`src/design/spd_pkg.sv`:
```
// Shared types and constants of the slotted page directory.
// No dependencies; every other file of the block imports this package.
package spd_pkg;

  localparam int MAX_SLOTS   = 64;
  localparam int OFFSET_BITS = 16;

  localparam int OFF_W  = OFFSET_BITS;
  localparam int LEN_W  = 16;
  localparam int PAGE_W = 16;
  localparam int ID_W   = $clog2(MAX_SLOTS + 1);
  localparam int IDX_W  = $clog2(MAX_SLOTS);
  localparam int SUM_W  = ((OFF_W > LEN_W) ? OFF_W : LEN_W) + 2;

  localparam logic [PAGE_W-1:0] PAGE_SIZE_RESET = PAGE_W'(4096);

  typedef enum logic [1:0] {
    CMD_APPEND   = 2'd0,
    CMD_RESIZE   = 2'd1,
    CMD_FREE     = 2'd2,
    CMD_REINSERT = 2'd3
  } cmd_e;

  typedef enum logic [1:0] {
    ST_OK      = 2'd0,
    ST_MISSING = 2'd1,
    ST_FULL    = 2'd2,
    ST_RANGE   = 2'd3
  } status_e;

  typedef enum logic [1:0] {
    FSM_IDLE,
    FSM_SCAN,
    FSM_DONE
  } fsm_e;

  typedef struct packed {
    logic [1:0]       cmd;
    logic [ID_W-1:0]  slot_id;
    logic [LEN_W-1:0] length;
  } req_t;

  typedef struct packed {
    logic [1:0]       status;
    logic [ID_W-1:0]  result_id;
    logic [OFF_W-1:0] slot_offset;
    logic [OFF_W-1:0] tail_offset;
    logic [ID_W-1:0]  slot_count;
  } res_t;

  typedef struct packed {
    logic             v;
    logic [OFF_W-1:0] o;
    logic [LEN_W-1:0] l;
  } entry_t;

  typedef struct packed {
    logic shift;
    logic commit;
  } chain_ctl_t;

endpackage

```
`src/design/spd_cell.sv`:
```
// One directory cell: a slot's live entry plus its staged update.
// Depends on spd_pkg.
module spd_cell (
  input  logic                clk,
  input  logic                rst,
  input  spd_pkg::chain_ctl_t ctl,
  input  spd_pkg::entry_t     in_cur,
  input  spd_pkg::entry_t     in_pnd,
  output spd_pkg::entry_t     out_cur,
  output spd_pkg::entry_t     out_pnd
);
  import spd_pkg::*;

  logic             cur_v;
  logic [OFF_W-1:0] cur_o;
  logic [LEN_W-1:0] cur_l;
  entry_t           pnd;

  always_ff @(posedge clk) begin
    if (rst) begin
      cur_v <= 1'b0;
    end else if (ctl.shift) begin
      cur_v <= in_cur.v;
    end else if (ctl.commit) begin
      cur_v <= pnd.v;
    end
  end

  always_ff @(posedge clk) begin
    if (ctl.shift) begin
      cur_o <= in_cur.o;
      cur_l <= in_cur.l;
      pnd   <= in_pnd;
    end else if (ctl.commit) begin
      cur_o <= pnd.o;
      cur_l <= pnd.l;
    end
  end

  assign out_cur = '{v: cur_v, o: cur_o, l: cur_l};
  assign out_pnd = pnd;

endmodule

```
`config.mk`:
```
export PLATFORM = sky130hd
export DESIGN_NAME = spd_cell
export DESIGN_NICKNAME = d
export VERILOG_FILES = /design/src/design/spd_pkg.sv /design/src/design/spd_cell.sv
export SDC_FILE = /design/constraint.sdc
export NUM_CORES = 1
export LEC_CHECK = 0
export BUFFER_PORTS_ARGS = -buffer_cell sky130_fd_sc_hd__buf_2
export CAP_MARGIN = 20
export CORE_ASPECT_RATIO = 1.2
export CORE_MARGIN = 5
export CORE_UTILIZATION = 40
export CTS_BUF_LIST = sky130_fd_sc_hd__clkbuf_16
export CTS_CLUSTER_DIAMETER = 60
export DETAILED_ROUTE_END_ITERATION = 8
export PLACE_DENSITY = 0.76
export SETUP_SLACK_MARGIN = 0.02
export SLEW_MARGIN = 20
export SYNTH_ARGS = -nofsm -noshare
export SYNTH_HDL_FRONTEND = slang
export SYNTH_SLANG_ARGS = --single-unit
```
`constraint.sdc`:
```
create_clock -name clk -period 1.48 [get_ports clk]
set_clock_uncertainty 0.05 [all_clocks]
set_input_delay 0.148 -clock clk [delete_from_list [all_inputs] [get_ports clk]]
set_output_delay 0.148 -clock clk [all_outputs]
set_load 0.005 [all_outputs]
```
; ---- After elaboration in Yosys (flattened, before gate mapping)
; Index checks and enable logic that the tools add are counted.
; W data, S select, Z words.
[op_classes]
n_mux = 6
n_reduce_logical = 1
[op_table]
columns = operator, n
row1 = $mux W16, 4
row2 = $mux W1, 2
row3 = $reduce_bool A2 Y1, 1
[word_totals]
ff_bits = 66
input_bits = 70
out_inout_bits = 66
elab_cells = 13

; ---- Depth between registers and ports, before layout
[logic_depth]
ltp_word = 2
depth_mapped = 4
mapped_depth_nobuf = 2

; ---- Worst setup path before layout
; OpenSTA, ideal clock, no wires.
[synth_timing]
path_kind = in2reg
start = in ctl[1] (netlist bit)
end = reg cur_l[0] (enable)
setup_time_ns = 0.390
t_arrival_ns = 1.178
required_ns = 1.040
slack_ns = -0.139
stages = 3
path_buffers = 2
cell_sequence = buf_6 > buf_12 > or2_1
[synth_between]
elab_chain_len = 1
[synth_rtl]
columns = item, line
row1 = start: declaration, spd_cell.sv:6  ; input spd_pkg::chain_ctl_t ctl,
row2 = $reduce_bool A2 Y1 (no source line), --
row3 = end signal: assignment, spd_cell.sv:32  ; cur_l <= in_cur.l;
row4 = end signal: assignment, spd_cell.sv:36  ; cur_l <= pnd.l;
row5 = end: declaration, spd_cell.sv:16  ; logic [LEN_W-1:0] cur_l;
; Every way passes these cells.
; A chain may end at the register's enable or synchronous reset.

; ---- Worst setup path in the final report
[layout_timing]
start = reg pnd, in the netlist out_pnd[21]
end = out out_pnd[21] (netlist bit)
[layout_lines]
columns = item, line
row1 = start: declaration, spd_cell.sv:17  ; entry_t pnd;
row2 = start signal: assignment, spd_cell.sv:33  ; pnd <= in_pnd;
row3 = end: declaration, spd_cell.sv:10  ; output spd_pkg::entry_t out_pnd
; No word-level cell between the ends.

==> qor.txt <==
Slew HR: 51.48%
CP Launch Type: flop
routability congestion estimate from global placement: 0.7292
post-synthesis instance total: 108
TNS Setup: 0 ns
Yosys cell types: 12
Fillers: 505
Post-DRT Antenna Nets: 0
leading cell types in the layout, fill and taps excluded: buf_2, edfxtp_1, dlygate4sd3_1, mux2_4, clkbuf_16
static leakage: 1.757 nW
slowest stage delay, CP: 0.40 ns
Die Span Y: 97.59 um
DR vias: 1623
Setup CP Type: flop to primary output
first-pass GRT wire length: 9418 um
Reg clk slew, reported paths: 0.05 ns
antenna violations before repair: 0
CTS Root Cell: clkbuf_16
die area: 0.008099 sq mm
warnings from Yosys: 0
hold_buf cts: 34
CP arrival: 0.87 ns
Final min period: 1.065 ns
delay-heaviest family, CP: flip-flops
Area Growth Syn to Fin: 53.13%
Hold WC Path Type: input pin to flop
iteration-0 DRC count of the detailed router: 56
Critical R2R Capture: cur_o[5]
Worst Setup EP: out_pnd[21]
Post-Place Worst Slack: 0.1339 ns
register area share after synthesis: 77.10%
worst reg2reg setup slack: 0.49 ns
clock latency on the worst-skew pair: 0.31 ns
Reg2Reg Depth: 1
n_diodes: 0
Worst path slowest cell: edfxtp_1
Slew Limit Fails: 0
Ports: 136
Final Hold Vio Count: 0
RR Startpoint: out_pnd[21]
Port Buffers: 135
syn_nets: 178
Worst path depth: 1
commonest non-fill, non-tap cell in the layout: buf_2
largest net degree at the start of global routing: 36
share of post-route cells with drive strength above 1: 63.79%
final setup vio count: 0
Worst-Margin Slew: 0.7278 ns
Power per Cell Area: 1229 mW/mm^2
post-CTS resize count: 0
Max FO, Critical Path: 2
CTS Sinks: 66
clk buf depth: 2
Num CTS Buffers: 9
post-CTS setup buffers: 0
period utilization: 71.96%
worst path required time: 1.28 ns
status: complete, no violations
vias in the first global route: 1895
Buf/Inv on CP: 1
crit end category: primary output
RSZ-0062 raised after global routing: false
chip width: 83.00 um
number of synthesized register bits: 66
max-cap violations: 0
worst-path cell chain: buf_2
Post-route DRC: 0
nets@finish: 356
beginning of the critical path: out_pnd[21]
Achievable Freq: 939.0 MHz
Rows: 32
Starting Density: 40.43%
Worst VDD drop: 0.8759 mV
Max H-tree Level: 3
GR Util All Layers: 15.06%
vias per cell: 4.328
Avg WL per Cell: 16.24 um
Routed WL: 6090 um
Overflow after GRT: 0
core area: 0.006326 sq mm
setup slack after layout: 0.4150 ns
CTS tree: done
Cell Area, Synth: 0.002557 sq mm
Pre-antenna DRT Iters: 4
Synth Area per Inst: 23.68 sq um
==> registers in the layout (all words and copies together) (netlist names) <==
register and count:
out_pnd 33, cur_l 16, cur_o 16, cur_v 1
==> kinds of logic after synthesis <==
family | Yosys count | synth area share, %
AOI/OAI and AO/OA | 1 | 0.4892
muxes | 33 | 18.59
and+or+nand+nor | 2 | 0.5873
buffers and inverters | 6 | 3.229
DFF | 66 | 77.10
==> worst min path at each step <==
| stage | from | slack [ns] | cells after the start | endpoint |
|---|---|---|---|---|
| finish | ctl[1] | 0.04 | 1 | out_pnd[15] |
| global route | ctl[1] | 0.03 | 1 | out_pnd[15] |
| CTS | ctl[1] | 0.02 | 1 | out_pnd[15] |
| detailed placement | in_pnd[28] | 0.28 | 1 | out_pnd[28] |
| global placement | rst | 0.26 | 2 | cur_v |
| floorplan | rst | 0.16 | 1 | cur_v |
==> area by class of cell <==
| type | count | area (sq um) | share of cell area, % |
|---|---|---|---|
| clock buffer | 9 | 225.2 | 5.751 |
| clock inverter | 6 | 52.55 | 1.342 |
| inverter | 1 | 3.754 | 0.09585 |
| multi-input combinational | 36 | 503.0 | 12.84 |
| sequential | 66 | 1972 | 50.35 |
| tap | 85 | 106.4 | 2.716 |
| timing repair buffer | 172 | 1054 | 26.90 |
==> stage by stage <==
step / hold WS (ns) / instances / util, % / area [sq um] / power [mW]
4_1_cts: 0.02482 / 375 / 61.91 / 3916 / 4.864
3_3_place_gp: 0.2603 / 326 / 52.14 / 3298 / 2.829
6_report: 0.03857 / 375 / 61.91 / 3916 / 4.814
5_1_grt: 0.02938 / 375 / 61.91 / 3916 / 5.007
3_5_place_dp: 0.2763 / 326 / 52.14 / 3298 / 2.844
2_1_floorplan: 0.1626 / 108 / - / 2557 / 2.554
==> synth_stat cells (all sizes together) <==
cell	instances	share of area (%)
dfxtp	1	0.78
edfxtp	65	76
buf	5	3.1
inv	1	0.15
mux2i	1	0.39
nor2b	1	0.34
a211oi	1	0.49
or2	1	0.24
mux2	32	18
==> layer usage <==
layer / GRT usage [%] / share of wire [%] / up-vias
li1: - / - / 778
met1: 14.82 / 35 / 754
met2: 27.10 / 54 / 85
met3: 7.294 / 9.2 / 6
met4: 5.535 / 1.3 / 0
met5: 0 / 0 / -
==> where the power goes <==
group	switching (mW)	internal [mW]
Clock	0.671	1.27
Combinational	0.214	0.348
Sequential	0.0595	2.26
Total	0.944	3.87
(Power assumes the default switching activity.)
