==> config.mk <==
export PLATFORM = sky130hd
export DESIGN_NAME = spd_scan_flat
export DESIGN_NICKNAME = d
export VERILOG_FILES = /design/src/design/spd_pkg.sv /design/src/design/spd_if.sv /design/src/design/spd_scan.sv /design/src/flat_wrapper.sv
export SDC_FILE = /design/constraint.sdc
export NUM_CORES = 1
export LEC_CHECK = 0
export BUFFER_PORTS_ARGS = -buffer_cell sky130_fd_sc_hd__buf_2
export CAP_MARGIN = 0
export CORE_MARGIN = 10
export CORE_UTILIZATION = 40
export DETAILED_ROUTE_END_ITERATION = 6
export GPL_TIMING_DRIVEN = 0
export HOLD_SLACK_MARGIN = 0.12
export PLACE_DENSITY_LB_ADDON = 0.2
export SKIP_CTS_REPAIR_TIMING = 1
export SYNTH_ARGS = -nofsm -noshare
export SYNTH_HDL_FRONTEND = slang
export SYNTH_SLANG_ARGS = --single-unit
==> constraint.sdc <==
create_clock -name clk -period 4.4 [get_ports clk]
set_clock_uncertainty 0.05 [all_clocks]
set_input_delay 0.44 -clock clk [delete_from_list [all_inputs] [get_ports clk]]
set_output_delay 0.44 -clock clk [all_outputs]
set_load 0.05 [all_outputs]
==> src/design/spd_pkg.sv <==
// Shared types and constants of the slotted page directory.
// No dependencies; every other file of the block imports this package.
package spd_pkg;

  localparam int MAX_SLOTS   = 64;
  localparam int OFFSET_BITS = 16;

  localparam int OFF_W  = OFFSET_BITS;
  localparam int LEN_W  = 16;
  localparam int PAGE_W = 16;
  localparam int ID_W   = $clog2(MAX_SLOTS + 1);
  localparam int IDX_W  = $clog2(MAX_SLOTS);
  localparam int SUM_W  = ((OFF_W > LEN_W) ? OFF_W : LEN_W) + 2;

  localparam logic [PAGE_W-1:0] PAGE_SIZE_RESET = PAGE_W'(4096);

  typedef enum logic [1:0] {
    CMD_APPEND   = 2'd0,
    CMD_RESIZE   = 2'd1,
    CMD_FREE     = 2'd2,
    CMD_REINSERT = 2'd3
  } cmd_e;

  typedef enum logic [1:0] {
    ST_OK      = 2'd0,
    ST_MISSING = 2'd1,
    ST_FULL    = 2'd2,
    ST_RANGE   = 2'd3
  } status_e;

  typedef enum logic [1:0] {
    FSM_IDLE,
    FSM_SCAN,
    FSM_DONE
  } fsm_e;

  typedef struct packed {
    logic [1:0]       cmd;
    logic [ID_W-1:0]  slot_id;
    logic [LEN_W-1:0] length;
  } req_t;

  typedef struct packed {
    logic [1:0]       status;
    logic [ID_W-1:0]  result_id;
    logic [OFF_W-1:0] slot_offset;
    logic [OFF_W-1:0] tail_offset;
    logic [ID_W-1:0]  slot_count;
  } res_t;

  typedef struct packed {
    logic             v;
    logic [OFF_W-1:0] o;
    logic [LEN_W-1:0] l;
  } entry_t;

  typedef struct packed {
    logic shift;
    logic commit;
  } chain_ctl_t;

endpackage

==> src/design/spd_if.sv <==
// Handshake channels of the slotted page directory: command, result, config.
// Depends on spd_pkg for the payload types.
interface spd_req_if;
  import spd_pkg::*;
  logic valid;
  logic ready;
  req_t data;
  modport source(output valid, output data, input ready);
  modport sink(input valid, input data, output ready);
endinterface

interface spd_res_if;
  import spd_pkg::*;
  logic valid;
  logic ready;
  res_t data;
  modport source(output valid, output data, input ready);
  modport sink(input valid, input data, output ready);
endinterface


==> src/design/spd_scan.sv <==
// Command sequencer and the processing element at the head of the cell ring.
// Depends on spd_pkg and the channel interfaces in spd_if.
module spd_scan (
  input  logic                   clk,
  input  logic                   rst,
  spd_req_if.sink                req,
  spd_res_if.source              rsp,
  input  logic [spd_pkg::PAGE_W-1:0] page_size,
  input  spd_pkg::entry_t        head,
  output spd_pkg::entry_t        ring_cur,
  output spd_pkg::entry_t        ring_pnd,
  output spd_pkg::chain_ctl_t    ctl
);
  import spd_pkg::*;

  fsm_e             state;
  fsm_e             state_next;
  logic [IDX_W-1:0] k;
  cmd_e             opc;
  logic [ID_W-1:0]  tgt;
  logic [LEN_W-1:0] len;
  logic             id_bad;
  logic             full;
  logic [SUM_W-1:0] delta;
  logic [OFF_W-1:0] prev_o;
  logic             pred_v;
  logic             tgt_v;
  logic             fit;
  logic [OFF_W-1:0] old_tail;
  logic [OFF_W-1:0] new_tail;
  logic [ID_W-1:0]  new_hi;
  logic [OFF_W-1:0] res_off;
  logic [ID_W-1:0]  highest;
  logic [ID_W-1:0]  count;
  logic             out_valid;
  res_t             out_data;

  logic             accept;
  logic             load;
  logic [ID_W-1:0]  kx;
  logic             eq;
  logic             gt;
  logic             pred_hit;
  logic             is_ins;
  logic             apply;
  logic [SUM_W-1:0] d_res;
  logic [SUM_W-1:0] dsel;
  logic [SUM_W-1:0] sum;
  logic             oob;
  logic [SUM_W-1:0] ins_diff;
  logic             ins_bad;
  entry_t           pnd;
  status_e          st;
  logic             ok;

  // Entry at the head of the ring this cycle.
  assign kx       = ID_W'(k);
  assign eq       = (kx == tgt);
  assign gt       = (kx > tgt);
  assign pred_hit = ((kx + ID_W'(1)) == tgt);
  assign is_ins   = (opc == CMD_APPEND) || (opc == CMD_REINSERT);

  assign d_res    = SUM_W'(head.l) - SUM_W'(len);
  assign ins_diff = SUM_W'(prev_o) - SUM_W'(len);
  assign ins_bad  = SUM_W'(len) > SUM_W'(prev_o);

  always_comb begin
    case (opc)
      CMD_RESIZE:   dsel = eq ? d_res : delta;
      CMD_FREE:     dsel = delta;
      default:      dsel = SUM_W'(0) - SUM_W'(len);
    endcase
  end

  assign apply = head.v && ((opc == CMD_RESIZE) ? (eq || gt) : gt);
  assign sum   = SUM_W'(head.o) + dsel;
  assign oob   = sum[SUM_W-1] || (|sum[SUM_W-2:OFF_W]);

  always_comb begin
    pnd = head;
    if (apply) begin
      pnd.o = sum[OFF_W-1:0];
    end
    if (eq) begin
      case (opc)
        CMD_RESIZE: pnd.l = len;
        CMD_FREE:   pnd.v = 1'b0;
        default: begin
          pnd.v = 1'b1;
          pnd.o = ins_diff[OFF_W-1:0];
          pnd.l = len;
        end
      endcase
    end
  end

  assign ring_cur = head;
  assign ring_pnd = pnd;

  // Outcome, by a precedence of checks that depends on the command.
  always_comb begin
    unique case (opc) inside
      CMD_APPEND:
        st = full ? ST_FULL : (!fit ? ST_RANGE : ST_OK);
      CMD_RESIZE, CMD_FREE:
        st = (id_bad || !tgt_v) ? ST_MISSING : (!fit ? ST_RANGE : ST_OK);
      CMD_REINSERT:
        st = id_bad ? ST_MISSING :
             tgt_v  ? ST_FULL :
             !pred_v ? ST_MISSING :
             !fit   ? ST_RANGE : ST_OK;
      default:
        st = ST_OK;
    endcase
  end
  assign ok = (st == ST_OK);

  always_comb begin
    state_next = state;
    ctl.shift  = 1'b0;
    ctl.commit = 1'b0;
    load       = 1'b0;
    req.ready  = 1'b0;
    unique case (state)
      FSM_IDLE: begin
        req.ready = 1'b1;
        if (req.valid) begin
          state_next = FSM_SCAN;
        end
      end
      FSM_SCAN: begin
        ctl.shift = 1'b1;
        if (k == IDX_W'(MAX_SLOTS - 1)) begin
          state_next = FSM_DONE;
        end
      end
      FSM_DONE: begin
        if (!out_valid || rsp.ready) begin
          load       = 1'b1;
          ctl.commit = ok;
          state_next = FSM_IDLE;
        end
      end
      default: state_next = FSM_IDLE;
    endcase
  end

  assign accept = (state == FSM_IDLE) && req.valid;

  always_ff @(posedge clk) begin
    if (rst) begin
      state <= FSM_IDLE;
    end else begin
      state <= state_next;
    end
  end

  // Scan bookkeeping: hold the operands, track predecessor, target and tails.
  always_ff @(posedge clk) begin
    if (accept) begin
      opc      <= cmd_e'(req.data.cmd);
      len      <= req.data.length;
      k        <= '0;
      prev_o   <= OFF_W'(page_size);
      pred_v   <= 1'b1;
      tgt_v    <= 1'b0;
      fit      <= 1'b1;
      old_tail <= OFF_W'(page_size);
      new_tail <= OFF_W'(page_size);
      new_hi   <= '0;
      res_off  <= '0;
      delta    <= '0;
      full     <= (highest == ID_W'(MAX_SLOTS));
      if (cmd_e'(req.data.cmd) == CMD_APPEND) begin
        tgt    <= highest;
        id_bad <= 1'b0;
      end else begin
        tgt    <= req.data.slot_id - ID_W'(1);
        id_bad <= (req.data.slot_id == '0) || (req.data.slot_id > ID_W'(MAX_SLOTS));
      end
    end else if (state == FSM_SCAN) begin
      k <= k + IDX_W'(1);
      if (pred_hit) begin
        prev_o <= head.o;
        pred_v <= head.v;
      end
      if (eq) begin
        tgt_v   <= head.v;
        res_off <= pnd.o;
        if (opc == CMD_FREE) begin
          delta <= SUM_W'(head.l);
        end else if (opc == CMD_RESIZE) begin
          delta <= d_res;
        end
        if (is_ins && ins_bad) begin
          fit <= 1'b0;
        end
      end
      if (apply && oob) begin
        fit <= 1'b0;
      end
      if (head.v) begin
        old_tail <= head.o;
      end
      if (pnd.v) begin
        new_tail <= pnd.o;
        new_hi   <= kx + ID_W'(1);
      end
    end
  end

  always_ff @(posedge clk) begin
    if (rst) begin
      highest <= '0;
      count   <= '0;
    end else if (load && ok) begin
      highest <= new_hi;
      if (opc == CMD_FREE) begin
        count <= count - ID_W'(1);
      end else if (is_ins) begin
        count <= count + ID_W'(1);
      end
    end
  end

  always_ff @(posedge clk) begin
    if (rst) begin
      out_valid <= 1'b0;
    end else if (load) begin
      out_valid <= 1'b1;
    end else if (rsp.ready) begin
      out_valid <= 1'b0;
    end
  end

  always_ff @(posedge clk) begin
    if (load) begin
      out_data.status      <= st;
      out_data.result_id   <= ok ? tgt + ID_W'(1) : '0;
      out_data.slot_offset <= (ok && (opc != CMD_FREE)) ? res_off : '0;
      out_data.tail_offset <= ok ? new_tail : old_tail;
      if (!ok) begin
        out_data.slot_count <= count;
      end else if (opc == CMD_FREE) begin
        out_data.slot_count <= count - ID_W'(1);
      end else if (is_ins) begin
        out_data.slot_count <= count + ID_W'(1);
      end else begin
        out_data.slot_count <= count;
      end
    end
  end

  assign rsp.valid = out_valid;
  assign rsp.data  = out_data;

endmodule

==> src/flat_wrapper.sv <==
// flat-port wrapper written by rule: the top's interface ports become plain ports
module spd_scan_flat import spd_pkg::*;
  (clk, rst, page_size, head, ring_cur, ring_pnd, ctl, req_valid, req_data, req_ready, rsp_valid, rsp_data, rsp_ready);
  spd_req_if req_i ();
  spd_res_if rsp_i ();
  input  logic clk;
  input  logic rst;
  input  logic [spd_pkg::PAGE_W-1:0] page_size;
  input  spd_pkg::entry_t head;
  output spd_pkg::entry_t ring_cur;
  output spd_pkg::entry_t ring_pnd;
  output spd_pkg::chain_ctl_t ctl;
  input wire logic [$bits(req_i.valid)-1:0] req_valid;
  input wire logic [$bits(req_i.data)-1:0] req_data;
  output wire logic [$bits(req_i.ready)-1:0] req_ready;
  output wire logic [$bits(rsp_i.valid)-1:0] rsp_valid;
  output wire logic [$bits(rsp_i.data)-1:0] rsp_data;
  input wire logic [$bits(rsp_i.ready)-1:0] rsp_ready;
  assign req_i.valid = req_valid;
  assign req_i.data = req_data;
  assign req_ready = req_i.ready;
  assign rsp_valid = rsp_i.valid;
  assign rsp_data = rsp_i.data;
  assign rsp_i.ready = rsp_ready;
  spd_scan u_core (.clk(clk), .rst(rst), .req(req_i), .rsp(rsp_i), .page_size(page_size), .head(head), .ring_cur(ring_cur), .ring_pnd(ring_pnd), .ctl(ctl));
endmodule
=== Yosys cells after proc, flatten, opt, wreduce, memory -nomap -nowiden ===
Index checks and enable logic that the tools add are counted.

* Eq/ne operators: 13
* Bitwise gates (word level): 0
* Div/mod/pow operators: 0
* Mux-type cells: 46
* Multiply operators: 0
* Add/subtract/negate cells: 10
* Reductions and logical operators: 37
* Magnitude comparators: 3
* Shifts and indexed selects: 0

{| class="wikitable"
|+ Operators by type and width
! cell !! number
|-
| 2-to-1 mux 16 bit || 13
|-
| 2-to-1 mux 18 bit || 3
|-
| one-hot mux 18 bit (2 select lines) || 1
|-
| 2-to-1 mux 33 bit || 1
|-
| 2-to-1 mux 7 bit || 4
|-
| adder 16 x 18 -> 18 bit || 1
|-
| 2-to-1 mux 2 bit || 9
|-
| subtractor 1 x 16 -> 17 bit, first input constant || 1
|-
| subtractor 16 x 16 -> 17 bit || 1
|-
| greater-than comparator 16 bit || 1
|-
| nonzero test 2 bit || 8
|-
| subtractor 16 bit || 1
|-
| adder 7 x 1 -> 7 bit, second input constant || 2
|-
| subtractor 7 x 1 -> 7 bit, second input constant || 2
|-
| 2-to-1 mux 1 bit || 12
|-
| one-hot mux 2 bit (3 select lines) || 2
|-
| AND reduction 2 bit || 6
|-
| AND reduction 3 bit || 3
|-
| zero test 2 bit || 4
|-
| adder 6 x 1 -> 7 bit, second input constant || 1
|-
| equality test 6 x 7 -> 1 bit || 1
|-
| equality test 7 bit || 1
|-
| equality test 7 bit, second input constant || 1
|-
| greater-than comparator 6 x 7 -> 1 bit || 1
|-
| other kinds (13) || 29
|}

* Memories: 0
* Memory bits (writable): 0
* ROM bits: 0
* Register bits: 190
* Word-level logic and storage cells: 133
* Bits in latches: 0

=== Depth between registers and ports, before layout ===
Gate-level depths: netlist of run 1.

* Depth after elaboration: 10
* Depth in mapped cells: 21

=== Least setup slack after synthesis of run 1 ===
OpenSTA, ideal clock, no wires.

* Path kind: register to output
* Start: register u_core.tgt[4]
* End: output ring_pnd[30] (netlist name)
* Cell stages (with the launch flop): 21
* Arrival: 4688 ps
* Setup slack: -778 ps
* Cell sequence: edfxtp_1 inv_1 ha_1 and3_1 clkbuf_1 nand2_2 a21o_1 clkbuf_1 clkbuf_1 a221oi_1 a21oi_1 ha_1 fa_1 a211oi_2 o21ai_1 nand3b_2 a311oi_2 a311o_1 xor2_1 mux2i_1 mux2i_1

{| class="wikitable"
|+ RTL lines
! item !! line !! text
|-
| start: declaration || spd_scan.sv:20 || <nowiki>logic [ID_W-1:0] tgt;</nowiki>
|-
| start signal: assignment || spd_scan.sv:175 || <nowiki>tgt <= highest;</nowiki>
|-
| start signal: assignment || spd_scan.sv:178 || <nowiki>tgt <= req.data.slot_id - ID_W'(1);</nowiki>
|-
| end: declaration || flat_wrapper.sv:11 || <nowiki>output spd_pkg::entry_t ring_pnd;</nowiki>
|}

==> impl_metrics.toml, run 1 <==
[status]
status = "finished with violations"
failed_checks = "setup timing"

[yosys]
ys_warn_count = 0
synth_fp_nets = 1326
synth_top_area_cell = "edfxtp_1"
synth.avg_cell_area_um2 = 9.61
synthXorXnorAreaFrac_pct = 5.95
synth_common_cells = "nand2_1, edfxtp_1, a21oi_1"
syn_area_um2 = 11300
synth_mux_area_share_pct = 5.40
synth-simple-area-share_pct = 15.6
netlist_instances = 1180
seq_area_frac_synth_pct = 44.2
yosysUniqueCellTypes = 76
synth_edf_count = 123
yosys.area_share.adder_pct = 7.70
synth_seq_cells = 189
synth_top_flop_cell = "edfxtp_1"
synth_compound_area_share_pct = 15.3
synth_top_area_share_pct = 32.6
ys_top_cells_by_area = "edfxtp_1, dfxtp_1, ha_1"
synthMostInstantiatedCell = "nand2_1"
ys_async_sr_fraction_pct = 0
synth_top_family_by_area = "simple AND/OR/NAND/NOR gates"

[route]
drt_wl_total_um = 33200
num_vias = 9498
met3_length_um = 1800
drtIter0Drc = 619
drt-met1-wl_um = 15700
wl_per_cell_um = 18.0
drc_errors = 0
highest_layer = "met4"
via_per_inst = 5.14
wl_met2_um = 14900
firstDrtPassIters = 5
antenna_left = 0

[setup_path]
end_kind = "output pin"
cp_data_required_time_ps = 3910
worstPathArrival_ps = 4800
crit_fanout = 8
worstSetupPathType = "register to output pin"
startpoint_type = "register"

[global_route]
grt_overflow_total = 0
grt_max_degree = 37
grt_use_total_pct = 18.0
grt_pass1_wl_um = 51100
grt_pass1_vias = 9401
antenna_found_initial = 0

[finish]
drive_gt1_share_pct = 30.7
nets = 1603
syn_to_final_growth_pct = 27.6
diodes = 0
fin_util_pct = 52.0

[placement]
portBuffers = 194
place.gp.congestion = 0.907
dp_hpwl_um = 25600

[die]
dieHeight_um = 188
dieArea_um2 = 35500
die_w_um = 188
io_pins = 196
start_util_pct = 40.7
row_count = 61
core_region_area_um2 = 27900

[power]
max-vdd-ir-drop_uv = 197
pwr-share-comb_pct = 25.3
switching_power_mw = 1.58
switching_share_pct = 32.0
internal_power_mw = 3.35
seq_power_share_pct = 41.0
power_density_nw_per_um2 = 340
p_leak_nw = 6.00
clkPwrFrac_pct = 33.6

[job]
maxCapViolations = 0

[clocking]
cts.sinks = 189
htree_levels = 4
clock_latency_ps = 440
cts_tree = "yes"
clk_pin_slew_worst_paths_ps = 80
cts_buffers = 17
cts_buffer_depth = 2
clockRootBuffer = "clkbuf_16"

[timing]
worst_slack_ps = -893
final_max_slew_viol_count = 0
slew_headroom_pct = 37.3
final.min_clock_period_ps = 5290
max_freq_ghz = 0.189
worst_pin_slew_ps = 937
hold_viol_final = 0
period_share_pct = 120
rsz0062_at_grt = "true"
setup_tns_ps = -7420
setup-violations-final = 19

[min_path]
hold_path_class = "input pin to register"
## power groups by stage
stage                     combinational (mW)  clock (mW)  sequential [mW]
after floorplan                        0.802           0             2.04
after global placement                  1.06           0             2.06
after detailed placement                1.07           0             2.06
after CTS                               1.08        1.69             2.02
after global routing                    1.36        1.75             2.03
final                                   1.25        1.66             2.02
## cell type report
| type | count | area (um2) |
|---|---|---|
| tap | 378 | 473 |
| buffer | 79 | 467 |
| inverter | 59 | 226 |
| clock inverter | 14 | 181 |
| sequential | 189 | 5020 |
| fill | 2511 | 13400 |
| multi-input combinational | 852 | 6060 |
| clock buffer | 18 | 450 |
| timing repair buffer | 259 | 1600 |
## flip-flops by register name, indices dropped and copies added, names as in the netlist, 16 cells and up
signal,cells
u_core.old_tail,16
u_core.rsp.data,48
u_core.len,16
u_core.res_off,16
u_core.prev_o,16
u_core.new_tail,16
u_core.delta,17
## routing by layer
| layer | GRT usage, % | vias up |
|---|---|---|
| met4 | 6.04 | 0 |
| met5 | 0 | - |
| met1 | 24.5 | 4417 |
| met3 | 3.34 | 44 |
| li1 | - | 4743 |
| met2 | 28.2 | 294 |
## cells in the final DEF, fill, tap and decap left out, types with 18 or more instances in the layout
master / instances
buf_2: 182
nand2_1: 161
edfxtp_1: 123
buf_4: 89
nor2_1: 89
a21oi_1: 83
dfxtp_1: 65
ha_1: 58
xnor2_1: 55
inv_1: 49
o21ai_0: 38
clkbuf_1: 36
mux2_2: 33
nand3_1: 23
mux2i_1: 21
and2_1: 21
xor2_1: 19
clkbuf_16: 18
## per-stage QoR
step	instance area (um2)	std cells	hold WS, ps	setup WS [ps]	power [mW]
after detailed placement	12900	1753	397	-949	3.13
after global routing	14500	1848	121	-1020	5.14
after global placement	12900	1752	390	-875	3.12
final	14500	1848	125	-893	4.92
after floorplan	11400	1180	382	-37.4	2.85
after CTS	13500	1785	103	-1420	4.79
## path summary, 6_finish.rpt
path | slack [ps] | cells after the start | start | to
setup / recovery | -890 | 18 | u_core.tgt[0] | ring_pnd[30]
hold / removal | 120 | 1 | req_data[13] | u_core.len[13]
setup reg to reg | -280 | 20 | u_core.len[0] | u_core.new_tail[15]
hold reg to reg | 410 | 2 | u_core.res_off[8] | u_core.res_off[8]
## kinds of logic (layout without fill, tap and decap cells)
logic type | after synthesis | count (layout)
AND/OR/NAND/NOR | 384 | 384
buffers and inverters | 139 | 429
XOR/XNOR | 77 | 77
flip-flops | 189 | 189
multiplexers | 57 | 57
adder cells (fa/ha/maj) | 68 | 68
AO/OA/AOI/OAI | 266 | 266
## worst max-delay path, cell delays in order, from the launching register on
cell and delay [ps]:
edfxtp_1 490, ha_4 310, and4b_2 290, nand2_4 120, a21o_4 240, buf_12 130
a221oi_4 280, a21oi_2 60, ha_2 230, fa_2 430, a211oi_4 280, o21ai_2 120
nand3b_4 120, a311oi_4 100, a311o_1 400, xor2_1 150, mux2i_1 240, mux2i_4 150
buf_6 210
Power figures use the tool's default switching activity.
==> run 2: changes to the inputs <==
--- a/config.mk
+++ b/config.mk
@@ -5,6 +5,7 @@
 export SDC_FILE = /design/constraint.sdc
 export NUM_CORES = 1
 export LEC_CHECK = 0
+export ABC_AREA = 1
 export BUFFER_PORTS_ARGS = -buffer_cell sky130_fd_sc_hd__buf_2
 export CAP_MARGIN = 0
 export CORE_MARGIN = 10
@@ -13,6 +14,7 @@
 export GPL_TIMING_DRIVEN = 0
 export HOLD_SLACK_MARGIN = 0.12
 export PLACE_DENSITY_LB_ADDON = 0.2
+export SETUP_SLACK_MARGIN = 0.15
 export SKIP_CTS_REPAIR_TIMING = 1
 export SYNTH_ARGS = -nofsm -noshare
 export SYNTH_HDL_FRONTEND = slang
==> run 2 against run 1 <==
Net effect:
- the run still ends with setup timing left
- non-clock buffer count increased by 13
- sequential cell count did not move
- setup slack improved by 610 ps
- critical endpoint is now ring_pnd[31]
==> impl_metrics.toml, run 2 <==
[status]
status = "finished with violations"
failed_checks = "setup timing"

[setup_path]
worstPathArrival_ps = 4190
crit_family = "simple AND/OR/NAND/NOR gates"
slowest_delay_ps = 500
regToRegSetupSlack_ps = 340
startpoint_type = "register"
worstSetupPathType = "register to output pin"
end_kind = "output pin"
path_depth = 28
cp_data_required_time_ps = 3910
r2r_cells = 24
crit_slowest_cell = "edfxtp_1"
crit_fanout = 4
r2r_end = "u_core.fit"
crit_top_cell = "nand2_1"
critPathBufInv = 3
r2r-start = "u_core.len[1]"

[timing]
period_share_pct = 106
setup_tns_ps = -1620
final.min_clock_period_ps = 4680
worst_slack_ps = -282
worst_pin_slew_ps = 898
slew_headroom_pct = 40.1
setup-violations-final = 10
final_max_slew_viol_count = 0
max_freq_ghz = 0.214
hold_viol_final = 0
rsz0062_at_grt = "true"

[yosys]
synthXorXnorAreaFrac_pct = 2.80
synth_common_cells = "nand2_1, inv_1, a21oi_1"
ys_top_cells_by_area = "edfxtp_1, nand2_1, dfxtp_1"
synth_mux_area_share_pct = 0
seq_area_frac_synth_pct = 42.2
synth_seq_cells = 189
ys_async_sr_fraction_pct = 0
synth_top_area_share_pct = 31.1
synth.avg_cell_area_um2 = 7.81
synth_top_flop_cell = "edfxtp_1"
yosysUniqueCellTypes = 52
synth_compound_area_share_pct = 17.1
synthMostInstantiatedCell = "nand2_1"
netlist_instances = 1522
synth-simple-area-share_pct = 20.7
synth_top_family_by_area = "simple AND/OR/NAND/NOR gates"
synth_fp_nets = 1668
synth_top_area_cell = "edfxtp_1"
ys_warn_count = 0
syn_area_um2 = 11900
yosys.area_share.adder_pct = 7.35
synth_edf_count = 123

[die]
core_region_area_um2 = 29500
dieArea_um2 = 37000
start_util_pct = 40.3
die_w_um = 192
io_pins = 196
row_count = 63
dieHeight_um = 192

[placement]
dp_hpwl_um = 32200
pre_cts_slack_ps = -666
portBuffers = 195
place.gp.congestion = 0.950

[finish]
layout_common_cells = "nand2_1, buf_2, inv_1"
multiInputGateArea_um2 = 6460
nFillCells = 2904
drive_gt1_share_pct = 29.5
syn_to_final_growth_pct = 30.6
final_common_cell = "nand2_1"
seqCellArea_um2 = 5020
nets = 1957
largest_reg_flops = 48

[global_route]
grt_max_degree = 35
grt_pass1_wl_um = 59900
grt_use_total_pct = 21.2
antenna_found_initial = 2
grt_overflow_total = 0
grt_pass1_vias = 10700

[power]
internal_power_mw = 3.35
power_density_nw_per_um2 = 338
p_total_mw = 5.25
max-vdd-ir-drop_uv = 288
switching_power_mw = 1.90
p_leak_nw = 6.87
clkPwrFrac_pct = 30.4
switching_share_pct = 36.2
seq_power_share_pct = 38.9
pwr-share-comb_pct = 30.6

[min_path]
whs_path_depth = 1
hold_path_class = "input pin to register"
min_to = "u_core.opc[1]"
hold_start = "req_data[24]"

[route]
num_vias = 11300
firstDrtPassIters = 5
drc_errors = 0
drt_wl_total_um = 41200
drtIter0Drc = 823
wl_per_cell_um = 18.6
via_per_inst = 5.09
antenna_left = 0

[clocking]
clock_latency_ps = 460
clk_pin_slew_worst_paths_ps = 90
cts_buffer_depth = 2
cts_buffers = 17
cts_tree = "yes"
cts.sinks = 189
clockRootBuffer = "clkbuf_16"
htree_levels = 4

[job]
maxCapViolations = 0
## run 2: changes by cell type after synthesis, sizes merged, moves of 19 or more
| cell | change |
|---|---|
| nor2 | +39 |
| mux2 | -34 |
| nand2 | +199 |
| nand3 | +38 |
| a21oi | +61 |
| o211ai | +19 |
| o21ai | +74 |
| mux2i | -23 |
| inv | +129 |
| xnor2 | -50 |
| and2 | -21 |
## run 2: cell families after synthesis
kind of cell	Yosys count
and+or+nand+nor	596
AOI/OAI and AO/OA	363
DFF	189
adders and majority gates	68
xor gates and xnor gates	38
buffers and inverters	268
## run 2: routing by layer
layer  GRT usage [%]  wire length [um]  vias up
met5               0                13        -
met4            6.29               888        2
met3            3.76              2570       48
met2            35.0             19700      351
met1            27.7             18000     5220
li1                -                 -     5657
## run 2: per-stage QoR
step / std cells / util, % / instance area (um2) / hold WS, ps
global placement: 2107 / 45.3 / 13400 / 397
finish: 2215 / 52.7 / 15500 / 138
CTS: 2141 / 47.6 / 14000 / 87.0
detailed placement: 2109 / 45.5 / 13400 / 400
floorplan: 1522 / - / 11900 / 371
global route: 2215 / 52.7 / 15500 / 121
## run 2: worst reg2reg max path, delay by kind of cell (launching register included)
family	cells	cell delay (ps)
simple gates	13	1300
compound gates	6	1060
flops	1	530
buf+inv	3	500
fa+ha+maj	2	490
## run 2: how the worst max path moves through the flow
stage	start	to
6_report	u_core.len[0]	ring_pnd[31]
5_1_grt	u_core.len[0]	ring_pnd[31]
4_1_cts	u_core.len[0]	ring_pnd[29]
3_5_place_dp	head[0]	ring_pnd[29]
3_3_place_gp	rsp_ready	ctl[0]
2_1_floorplan	head[0]	ring_pnd[31]
## run 2: power groups by stage
stage / Combinational, mW / Clock, mW / Sequential, mW
6_report: 1.61 / 1.60 / 2.05
5_1_grt: 1.75 / 1.69 / 2.05
4_1_cts: 1.29 / 1.61 / 2.05
3_5_place_dp: 1.28 / 0 / 2.09
3_3_place_gp: 1.27 / 0 / 2.09
2_1_floorplan: 0.901 / 0 / 2.06
## run 2: layout make-up
type | count | area share (%)
diodes | 1 | 0.0161
plain buffers | 81 | 3.18
clock buffers | 17 | 2.74
clock inverters | 15 | 1.19
inverters | 187 | 4.65
multi-input cells | 1065 | 41.6
flip-flops and latches | 189 | 32.3
well taps | 390 | 3.14
repair buffers | 270 | 11.1
